`config.mk`:
```
export PLATFORM = sky130hd
export DESIGN_NAME = yuv420_to_rgb_pixel_packer_core
export DESIGN_NICKNAME = d
export VERILOG_FILES = /design/src/rtl/yrp_pkg.sv /design/src/rtl/yrp_chroma.sv /design/src/rtl/yrp_pixel.sv /design/src/rtl/yuv420_to_rgb_pixel_packer_core.sv
export VERILOG_INCLUDE_DIRS = /design/src /design/src/rtl
export SDC_FILE = /design/constraint.sdc
export NUM_CORES = 2
export LEC_CHECK = 0
export BUFFER_PORTS_ARGS = -buffer_cell sky130_fd_sc_hd__buf_2
export CORE_UTILIZATION = 30
export DETAILED_ROUTE_END_ITERATION = 8
export GPL_TIMING_DRIVEN = 0
export RECOVER_POWER = 50
export SLEW_MARGIN = 5
export SYNTH_ARGS = -nofsm -noshare
export SYNTH_HDL_FRONTEND = slang
export SYNTH_SLANG_ARGS = --single-unit
export TNS_END_PERCENT = 100
```
`constraint.sdc`:
```
create_clock -name clk_i -period 18.7 [get_ports clk_i]
set_input_delay 2.805 -clock clk_i [delete_from_list [all_inputs] [get_ports clk_i]]
set_output_delay 2.805 -clock clk_i [all_outputs]
set_load 0.02 [all_outputs]
```
`src/rtl/yuv420_to_rgb_pixel_packer_core_defines.svh`:
```
// Assertion macros used by the pixel packer top level
`ifndef YUV420_TO_RGB_PIXEL_PACKER_CORE_DEFINES_SVH
`define YUV420_TO_RGB_PIXEL_PACKER_CORE_DEFINES_SVH

// Same-cycle implication, disabled while reset is asserted
`define YRP_ASSERT_IMPL(label, clk, rst_n, ante, cons) \
  label: assert property (@(posedge clk) disable iff (!rst_n) (ante) |-> (cons)) \
    else $error("pixel packer check failed");

// Next-cycle implication, disabled while reset is asserted
`define YRP_ASSERT_NEXT(label, clk, rst_n, ante, cons) \
  label: assert property (@(posedge clk) disable iff (!rst_n) (ante) |=> (cons)) \
    else $error("pixel packer check failed");

`endif

```
`src/rtl/yrp_pkg.sv`:
```
// Types and constants for the YCbCr 4:2:0 to RGB pixel packer
package yrp_pkg;

  // Output format codes
  localparam logic [3:0] FMT_XRGB32 = 4'd0;
  localparam logic [3:0] FMT_XBGR32 = 4'd1;
  localparam logic [3:0] FMT_RGBX32 = 4'd2;
  localparam logic [3:0] FMT_BGRX32 = 4'd3;
  localparam logic [3:0] FMT_RGB24  = 4'd4;
  localparam logic [3:0] FMT_BGR24  = 4'd5;
  localparam logic [3:0] FMT_RGB565 = 4'd6;
  localparam logic [3:0] FMT_BGR565 = 4'd7;
  localparam logic [3:0] FMT_RGB555 = 4'd8;
  localparam logic [3:0] FMT_BGR555 = 4'd9;

  // Width of the signed matrix sums (largest magnitude is below 2^26)
  localparam int unsigned SumW = 28;

  // BT.601 coefficients, signed fixed point with 16 fraction bits (Q1.16, Q2.16 for COEF_CBU)
  localparam logic signed [17:0] COEF_CY  = 18'sd76310;
  localparam logic signed [17:0] COEF_CRV = 18'sd104635;
  localparam logic signed [18:0] COEF_CBU = 19'sd132278;
  localparam logic signed [17:0] COEF_CGU = 18'sd25690;
  localparam logic signed [17:0] COEF_CGV = 18'sd53294;

  localparam logic signed [SumW-1:0] ROUND_HALF    = 28'sd32768;
  localparam logic signed [9:0]      CHROMA_OFFSET = 10'sd128;
  localparam logic signed [9:0]      LUMA_OFFSET   = 10'sd16;
  localparam logic [7:0]             QUANT_MASK    = 8'hFC;

  // One input transfer: shared chroma pair and a 2x2 luma block
  typedef struct packed {
    logic [7:0] chroma_u;
    logic [7:0] chroma_v;
    logic [7:0] luma_top_left;
    logic [7:0] luma_top_right;
    logic [7:0] luma_bottom_left;
    logic [7:0] luma_bottom_right;
  } yrp_in_t;

  // One output transfer: four packed pixels
  typedef struct packed {
    logic [31:0] pixel_top_left;
    logic [31:0] pixel_top_right;
    logic [31:0] pixel_bottom_left;
    logic [31:0] pixel_bottom_right;
  } yrp_out_t;

  // Chroma contribution shared by the four pixels, rounding term included
  typedef struct packed {
    logic                   quant;
    logic signed [SumW-1:0] r_term;
    logic signed [SumW-1:0] g_term;
    logic signed [SumW-1:0] b_term;
  } yrp_chroma_t;

endpackage

```
`src/rtl/yrp_chroma.sv`:
```
// Shared chroma terms of the BT.601 matrix for one 2x2 block
module yrp_chroma import yrp_pkg::*; (
  input  logic [3:0]  fmt_i,
  input  logic [7:0]  chroma_u_i,
  input  logic [7:0]  chroma_v_i,
  output yrp_chroma_t terms_o
);

  logic                   quant;
  logic [7:0]             cu;
  logic [7:0]             cv;
  logic signed [9:0]      u_off;
  logic signed [9:0]      v_off;
  logic signed [SumW-1:0] rnd;
  logic signed [SumW-1:0] rv_prod;
  logic signed [SumW-1:0] gu_prod;
  logic signed [SumW-1:0] gv_prod;
  logic signed [SumW-1:0] bu_prod;

  // 15/16-bit formats work on 6-bit inputs and skip rounding
  always_comb begin
    quant = fmt_i inside {[FMT_RGB565:FMT_BGR555]};
    cu    = quant ? (chroma_u_i & QUANT_MASK) : chroma_u_i;
    cv    = quant ? (chroma_v_i & QUANT_MASK) : chroma_v_i;
    rnd   = quant ? '0 : ROUND_HALF;
  end

  assign u_off = signed'({2'b00, cu}) - CHROMA_OFFSET;
  assign v_off = signed'({2'b00, cv}) - CHROMA_OFFSET;

  // Coefficient products
  assign rv_prod = SumW'(v_off) * SumW'(COEF_CRV);
  assign gu_prod = SumW'(u_off) * SumW'(COEF_CGU);
  assign gv_prod = SumW'(v_off) * SumW'(COEF_CGV);
  assign bu_prod = SumW'(u_off) * SumW'(COEF_CBU);

  always_comb begin
    terms_o.quant  = quant;
    terms_o.r_term = rv_prod + rnd;
    terms_o.g_term = rnd - gu_prod - gv_prod;
    terms_o.b_term = bu_prod + rnd;
  end

endmodule

```
`src/rtl/yrp_pixel.sv`:
```
// Luma term, saturation and packing for one pixel
module yrp_pixel import yrp_pkg::*; (
  input  logic [3:0]  fmt_i,
  input  logic [7:0]  luma_i,
  input  yrp_chroma_t terms_i,
  output logic [31:0] pixel_o
);

  logic [7:0]             luma;
  logic signed [9:0]      y_off;
  logic signed [SumW-1:0] y_prod;
  logic [7:0]             r;
  logic [7:0]             g;
  logic [7:0]             b;

  // Floor shift by 16, clamp to 0..255
  function automatic logic [7:0] sat_channel(input logic signed [SumW-1:0] sum);
    logic [SumW-17:0] q;
    q = sum[SumW-1:16];
    if (sum[SumW-1]) begin
      return 8'd0;
    end else if (|q[SumW-17:8]) begin
      return 8'd255;
    end
    return q[7:0];
  endfunction

  assign luma   = terms_i.quant ? (luma_i & QUANT_MASK) : luma_i;
  assign y_off  = signed'({2'b00, luma}) - LUMA_OFFSET;
  assign y_prod = SumW'(y_off) * SumW'(COEF_CY);

  assign r = sat_channel(y_prod + terms_i.r_term);
  assign g = sat_channel(y_prod + terms_i.g_term);
  assign b = sat_channel(y_prod + terms_i.b_term);

  // Channel order and packing
  always_comb begin
    case (fmt_i)
      FMT_XRGB32: pixel_o = {8'h00, r, g, b};
      FMT_XBGR32: pixel_o = {8'h00, b, g, r};
      FMT_RGBX32: pixel_o = {r, g, b, 8'h00};
      FMT_BGRX32: pixel_o = {b, g, r, 8'h00};
      FMT_RGB24:  pixel_o = {8'h00, b, g, r};
      FMT_BGR24:  pixel_o = {8'h00, r, g, b};
      FMT_RGB565: pixel_o = {16'h0000, r[7:3], g[7:2], b[7:3]};
      FMT_BGR565: pixel_o = {16'h0000, b[7:3], g[7:2], r[7:3]};
      FMT_RGB555: pixel_o = {17'h00000, r[7:3], g[7:3], b[7:3]};
      FMT_BGR555: pixel_o = {17'h00000, b[7:3], g[7:3], r[7:3]};
      default:    pixel_o = '0;
    endcase
  end

endmodule

```
`src/rtl/yuv420_to_rgb_pixel_packer_core.sv`:
```
// Top level: YCbCr 4:2:0 2x2 block to four packed RGB pixels
//
//   channel | direction | handshake                | payload
//   --------+-----------+--------------------------+-------------------------
//   in      | input     | in_valid_i / in_stall_o  | in_data_i  (yrp_in_t)
//   out     | output    | out_valid_o / out_stall_i| out_data_o (yrp_out_t)
//   cfg     | input     | cfg_we_i                 | cfg_wdata_i (format code)
//
// One block per clock sustained while the output is not stalled; each block
// passes from input transfer to result through an input register, then the
// multiply/saturate/pack logic into the result register.
// Reset empties both stages and sets the format to xRGB32.
// A stalled output holds its result; the input register still takes a
// transfer while it is empty, so the input stalls only when both are full.
`include "yuv420_to_rgb_pixel_packer_core_defines.svh"

module yuv420_to_rgb_pixel_packer_core import yrp_pkg::*; (
  input  logic       clk_i,
  input  logic       rst_ni,
  input  logic       cfg_we_i,
  input  logic [3:0] cfg_wdata_i,
  input  logic       in_valid_i,
  output logic       in_stall_o,
  input  yrp_in_t    in_data_i,
  output logic       out_valid_o,
  input  logic       out_stall_i,
  output yrp_out_t   out_data_o
);

  logic [3:0]  format_q;
  logic        s1_valid_q;
  logic        s1_valid_d;
  yrp_in_t     s1_data_q;
  logic        out_valid_q;
  logic        out_valid_d;
  yrp_out_t    out_data_q;
  yrp_out_t    out_data_d;
  logic        s2_ready;
  logic        s1_ready;
  logic        in_xfer;
  logic        s1_move;
  yrp_chroma_t terms;

  // Format register
  always_ff @(posedge clk_i or negedge rst_ni) begin
    if (!rst_ni) begin
      format_q <= FMT_XRGB32;
    end else if (cfg_we_i) begin
      format_q <= cfg_wdata_i;
    end
  end

  // Pipeline handshake
  assign s2_ready   = !out_valid_q || !out_stall_i;
  assign s1_ready   = !s1_valid_q || s2_ready;
  assign in_stall_o = !s1_ready;
  assign in_xfer    = in_valid_i && s1_ready;
  assign s1_move    = s1_valid_q && s2_ready;

  always_comb begin
    s1_valid_d = s1_valid_q;
    if (in_xfer) begin
      s1_valid_d = 1'b1;
    end else if (s1_move) begin
      s1_valid_d = 1'b0;
    end
    out_valid_d = s2_ready ? s1_valid_q : out_valid_q;
  end

  always_ff @(posedge clk_i or negedge rst_ni) begin
    if (!rst_ni) begin
      s1_valid_q  <= 1'b0;
      out_valid_q <= 1'b0;
    end else begin
      s1_valid_q  <= s1_valid_d;
      out_valid_q <= out_valid_d;
    end
  end

  // Input register
  always_ff @(posedge clk_i) begin
    if (in_xfer) begin
      s1_data_q <= in_data_i;
    end
  end

  // Conversion datapath
  yrp_chroma u_chroma (
    .fmt_i      (format_q),
    .chroma_u_i (s1_data_q.chroma_u),
    .chroma_v_i (s1_data_q.chroma_v),
    .terms_o    (terms)
  );

  yrp_pixel u_pix_tl (
    .fmt_i   (format_q),
    .luma_i  (s1_data_q.luma_top_left),
    .terms_i (terms),
    .pixel_o (out_data_d.pixel_top_left)
  );

  yrp_pixel u_pix_tr (
    .fmt_i   (format_q),
    .luma_i  (s1_data_q.luma_top_right),
    .terms_i (terms),
    .pixel_o (out_data_d.pixel_top_right)
  );

  yrp_pixel u_pix_bl (
    .fmt_i   (format_q),
    .luma_i  (s1_data_q.luma_bottom_left),
    .terms_i (terms),
    .pixel_o (out_data_d.pixel_bottom_left)
  );

  yrp_pixel u_pix_br (
    .fmt_i   (format_q),
    .luma_i  (s1_data_q.luma_bottom_right),
    .terms_i (terms),
    .pixel_o (out_data_d.pixel_bottom_right)
  );

  // Result register
  always_ff @(posedge clk_i) begin
    if (s1_move) begin
      out_data_q <= out_data_d;
    end
  end

  assign out_valid_o = out_valid_q;
  assign out_data_o  = out_data_q;

  // Checks
  `YRP_ASSERT_NEXT(a_in_xfer_fills_s1, clk_i, rst_ni, in_xfer, s1_valid_q)
  `YRP_ASSERT_NEXT(a_s1_move_fills_out, clk_i, rst_ni, s1_move, out_valid_q)
  `YRP_ASSERT_IMPL(a_empty_never_stalls, clk_i, rst_ni, !s1_valid_q && !out_valid_q, !in_stall_o)

endmodule
```
# Word-level counts from Yosys, hierarchy flattened

Index checks and enable logic that the tools add are counted.

Flip-flop bits (word level): 182
Output and inout bits: 130
Input bits: 57

$add $sub $neg: 22
Magnitude comparators: 2
Reduce and logical (&&, ||, !) cells: 25
Muxes and demuxes: 73
Multipliers: 8
Eq/ne operators: 9

Operators by type and width:

| operator                                             | number |
|---|---|
| one-hot mux 32 bit (8 select lines)                  | 4 |
| adder 28 bit                                         | 13 |
| 2-to-1 mux 8 bit                                     | 36 |
| multiplier 9 x 17 -> 26 bit (second input constant)  | 4 |
| multiplier 9 x 18 -> 27 bit (second input constant)  | 2 |
| OR reduction 4 bit                                   | 12 |
| subtractor 8 x 5 -> 9 bit (second input constant)    | 4 |
| adder 28 x 17 -> 28 bit                              | 1 |
| subtractor 28 x 26 -> 28 bit                         | 1 |
| subtractor 28 bit                                    | 1 |
| 2-to-1 mux 1 bit                                     | 26 |
| multiplier 9 x 16 -> 25 bit (second input constant)  | 1 |
| multiplier 9 x 15 -> 24 bit (second input constant)  | 1 |
| subtractor 8 x 8 -> 9 bit (second input constant)    | 2 |
| == test 4 x 3 -> 1 bit (second input constant)       | 4 |
| 2-to-1 mux 16 bit                                    | 1 |
| 2-to-1 mux 2 bit                                     | 6 |
| == test 4 x 2 -> 1 bit (second input constant)       | 2 |
| == test 4 bit (second input constant)                | 2 |
| == test 4 x 1 -> 1 bit (second input constant)       | 1 |
| >= comparator 4 x 3 -> 1 bit (second input constant) | 1 |
| <= comparator 4 bit (second input constant)          | 1 |
| zero test 1 bit                                      | 4 |
| zero test 4 bit                                      | 1 |
| 4 further kinds                                      | 8 |

# Logic depth before layout (Yosys ltp)

Word-level depth: 13
Gate-level depth with buffers: 50
Mapped depth without buffers: 46

# Hierarchy

From an unflattened synthesis, not the netlist that was laid out.

Cell total of the unflattened synthesis: 4,696
Area total of the unflattened synthesis: 41,394.7 um2

By module, submodules not included:

| module                          | area an instance (um2) | times used | cells an instance |
|---|---|---|---|
| yrp_chroma                      | 10,567.6               | 1          | 1,241 |
| yrp_pixel at u_pix_bl           | 6,605.1                | 1          | 863 |
| yrp_pixel at u_pix_tr           | 6,347.3                | 1          | 815 |
| yrp_pixel at u_pix_br           | 6,207.2                | 1          | 793 |
| yrp_pixel at u_pix_tl           | 6,150.9                | 1          | 792 |
| yuv420_to_rgb_pixel_packer_core | 5,516.5                | 1          | 192 |

# Least setup slack after synthesis

No wires, ideal clock.

Path type: input-to-reg
From: input port out_stall_i
To: register out_data_q (netlist bit out_data_o[0]), enable pin
Setup time: 0.809 ns
Path buffers: 0
Stages on the path: 1
Setup slack: 5.833 ns
Data required time: 17.891 ns
Data arrival time: 12.058 ns
Path through: a21boi_0

Longest elaborated chain between the ends: 3

RTL lines:

| element              | line                                   | text |
|---|---|---|
| start, declared      | yuv420_to_rgb_pixel_packer_core.sv:26  | `input logic out_stall_i,` |
| zero test 1 bit      | yuv420_to_rgb_pixel_packer_core.sv:54  | `assign s2_ready = !out_valid_q \|\| !out_stall_i;` |
| logical OR 1 bit     | yuv420_to_rgb_pixel_packer_core.sv:54  |  |
| logical AND 1 bit    | yuv420_to_rgb_pixel_packer_core.sv:58  | `assign s1_move = s1_valid_q && s2_ready;` |
| end signal, assigned | yuv420_to_rgb_pixel_packer_core.sv:126 | `out_data_q <= out_data_d;` |
| end, declared        | yuv420_to_rgb_pixel_packer_core.sv:36  | `yrp_out_t out_data_q;` |

Every way passes these cells.
A chain may end at the register's enable or synchronous reset.

==> run summary <==
Width of the die - 367 microns
Depth of the worst hold-timing path - 1
Vias per std cell - 5.41
Via Count - 35100
Reg2reg setup slack - 4.31 ns
Maximum single-stage delay on the critical path - 1.08 ns
Area contributors post-synth - sky130_fd_sc_hd__ha_1 (31%), sky130_fd_sc_hd__edfxtp_1 (13%), sky130_fd_sc_hd__fa_1 (8.8%), sky130_fd_sc_hd__inv_1 (4.8%), sky130_fd_sc_hd__a21oi_1 (3.8%)
Worst Hold Launch - s1_valid_q
# DRC - 0
Cell Area, Synth - 0.0400 sq mm
Port bufs - 186
Die area - 0.135 sq mm
Mean cell area of the mapped netlist - 8.88 sq um
Library cell occupying the most area in the post-synthesis netlist - sky130_fd_sc_hd__ha_1
I/O Pins - 187
Syn. warnings - 0
Post-detail-place hpwl - 117 mm
Run status - complete, but fails checks
Type of element capturing the critical path - register
Failing checks - max-capacitance violations, max-slew violations
Maximum buffer depth of the clock tree - 2
Synthesized net count - 5721
Pin count of the biggest net entering global routing - 43
Count leader, synth - sky130_fd_sc_hd__ha_1
Kind of critical path - register to register
Iteration count of the initial detailed-routing pass - 6
DRT antenna net count - 0
Maximum fanout count along the critical path - 11
Number of H-tree levels - 4
Floorplan core area - 0.132 sq mm
Leading register cell type out of synthesis - sky130_fd_sc_hd__edfxtp_1
Site row count - 133
Post-synthesis async set-or-reset flop share - 0.0330
Setup clock skew after layout - 0.0286 ns
Setup bufs post-CTS - 0
Fraction of final layout cells sized beyond drive strength 1 - 0.0601
Clock tree from TritonCTS - built
Final Routed Wirelength - 138 mm
Shortest period the worst path allows - 14.39 ns
Final routed wire length divided by cell count - 21.3 microns
CTS resizes - 0
Crit path required time - 18.96 ns
Filler instances - 13800
Clock latency of the later-clocked register in the worst-skew pair - 0.55 ns
Hold Buf Count CTS - 0
EDFF count, synth - 176
Leading post-synthesis cells by instance count - sky130_fd_sc_hd__ha_1 (984), sky130_fd_sc_hd__inv_1 (512), sky130_fd_sc_hd__a21oi_1 (305)
Hold violation total from the final report - 0
Aggregate global-route resource usage - 0.201
Crit path launch type - register
Tightest Hold Check Type - register to register
Capturing element of the worst setup path - out_data_o[113]
Buffer type at the clock tree root - sky130_fd_sc_hd__clkbuf_16
Final-report setup violation count - 0
Initial core utilization - 0.303
Share of the synthesized area in the top cell type - 0.308
Clock transition at the registers of the reported paths - 0.10 ns
Synthesis-to-finish area growth - 9.33%
Reg2Reg Launch Point - format_q[1]
DR iter-0 viols - 3166
Initial antenna violation count - 6
Synth unique cells - 118
Layout Nets - 5932
Unrepaired setup endpoints after global routing - false
Worst Tran Pin Value - 3.14 ns
Critical Path Source - format_q[1]
Slowest library cell on the worst path - sky130_fd_sc_hd__buf_1
Final slew viol count - 66
Final Core Density - 0.332
Worst-case headroom to the max-slew limit - -1.11
Number of cell instances on the worst register-to-register path - 45
Number of CTS-inserted buffers - 17
Weighted congestion at the end of routability-driven global placement - 0.966
Wire length of the first global-routing pass - 207 mm
Fin Setup TNS - 0 ns
Yosys reg bits - 182
Post-route clock period utilization - 0.770
Critical Path AT - 14.65 ns
Cell mode on critical path - sky130_fd_sc_hd__ha_1
Global-route congestion overflow total - 0
Count of mapped cells out of synthesis - 4504
Die height - 367 microns
Max-cap check violation count - 2
Sinks on Clock Net - 182
Number of global-route vias before repair - 33600
Reg-to-reg critical path endpoint - out_data_o[113]
Sequential fraction of the synthesis area - 0.136
Maximum clock rate - 69.5 MHz
## kinds of logic (layout without fill, tap and decap cells)
logic type	count (synthesis)	in the layout	synth area share
xor+xnor	286	286	0.0656
compound gates	1208	1208	0.206
mux	49	49	0.0128
simple gates	1029	1029	0.127
other cells	0	1	0
buf+inv	590	814	0.0563
flops	182	182	0.136
fa+ha+maj	1160	1160	0.396
## worst max-delay path, delay by kind of cell (launching register included)
family,cells,cell delay [ns]
compound gates,18,4.60
fa+ha+maj,10,3.52
buf+inv,7,2.56
simple gates,8,2.47
xor+xnor,2,0.48
flops,1,0.44
## worst min path at each step
| stage | end | slack, ns |
|---|---|---|
| after global routing | out_valid_o | 0.55 |
| final | out_valid_o | 0.50 |
| after CTS | out_valid_o | 0.51 |
| after floorplan | out_valid_o | 0.44 |
| after global placement | out_valid_o | 0.45 |
| after detailed placement | out_valid_o | 0.49 |
## registers in the layout (all words and copies together), names as in the netlist
| register | count |
|---|---|
| out_valid_o | 1 |
| s1_valid_q | 1 |
| format_q | 4 |
| out_data_o | 128 |
| s1_data_q | 48 |
## cell usage in the layout (no fill, tap or decap), types with 32 or more instances in the layout
cell / instances
sky130_fd_sc_hd__ha_1: 984
sky130_fd_sc_hd__inv_1: 512
sky130_fd_sc_hd__o21a_1: 89
sky130_fd_sc_hd__and3_1: 34
sky130_fd_sc_hd__nand2_1: 196
sky130_fd_sc_hd__nor2_1: 296
sky130_fd_sc_hd__o211ai_1: 69
sky130_fd_sc_hd__o21ai_0: 177
sky130_fd_sc_hd__nand2b_1: 46
sky130_fd_sc_hd__xor2_1: 106
sky130_fd_sc_hd__or3_1: 38
sky130_fd_sc_hd__o22ai_1: 41
sky130_fd_sc_hd__o21bai_1: 36
sky130_fd_sc_hd__a21o_1: 106
sky130_fd_sc_hd__edfxtp_1: 176
sky130_fd_sc_hd__a22oi_1: 49
sky130_fd_sc_hd__nand3_1: 96
sky130_fd_sc_hd__buf_2: 124
sky130_fd_sc_hd__clkbuf_1: 133
sky130_fd_sc_hd__nor2b_1: 40
sky130_fd_sc_hd__a211oi_1: 46
sky130_fd_sc_hd__a21oi_1: 305
sky130_fd_sc_hd__fa_1: 176
sky130_fd_sc_hd__nand4_1: 32
sky130_fd_sc_hd__nor3_1: 116
sky130_fd_sc_hd__xnor2_1: 165
## final cells by class
type,count,area (sq um),share of cell area
clock inverters,15,175,0.00401
flip-flops and latches,182,5440,0.124
clock buffers,17,425,0.00973
plain buffers,76,324,0.00741
well taps,1755,2200,0.0502
diodes,1,2.50,0.0000572
multi-input cells,3732,32400,0.740
repair buffers,192,885,0.0202
inverters,514,1930,0.0441
## routing by layer
metal / routed length, microns / global-route usage / up-vias / share of wire
li1: - / - / 17000 / -
met1: 62500 / 0.269 / 16600 / 0.45
met2: 61300 / 0.325 / 1180 / 0.44
met3: 8650 / 0.0298 / 224 / 0.063
met4: 5350 / 0.0784 / 4 / 0.039
met5: 23 / 0 / - / 0.00017
## stage by stage
step | instance area (sq um) | setup slack, ns | std cells | hold slack [ns]
after detailed placement | 43300 | 4.69 | 6451 | 0.488
final | 43700 | 4.31 | 6484 | 0.495
after CTS | 43900 | 4.55 | 6483 | 0.509
after floorplan | 40000 | 5.83 | 4504 | 0.443
after global routing | 43700 | 3.86 | 6483 | 0.546
after global placement | 43100 | 2.28 | 6445 | 0.450
Power is left out: the tool's default activity adds up to more than one toggle a clock period on the data nets, which glitch-free logic cannot reach.
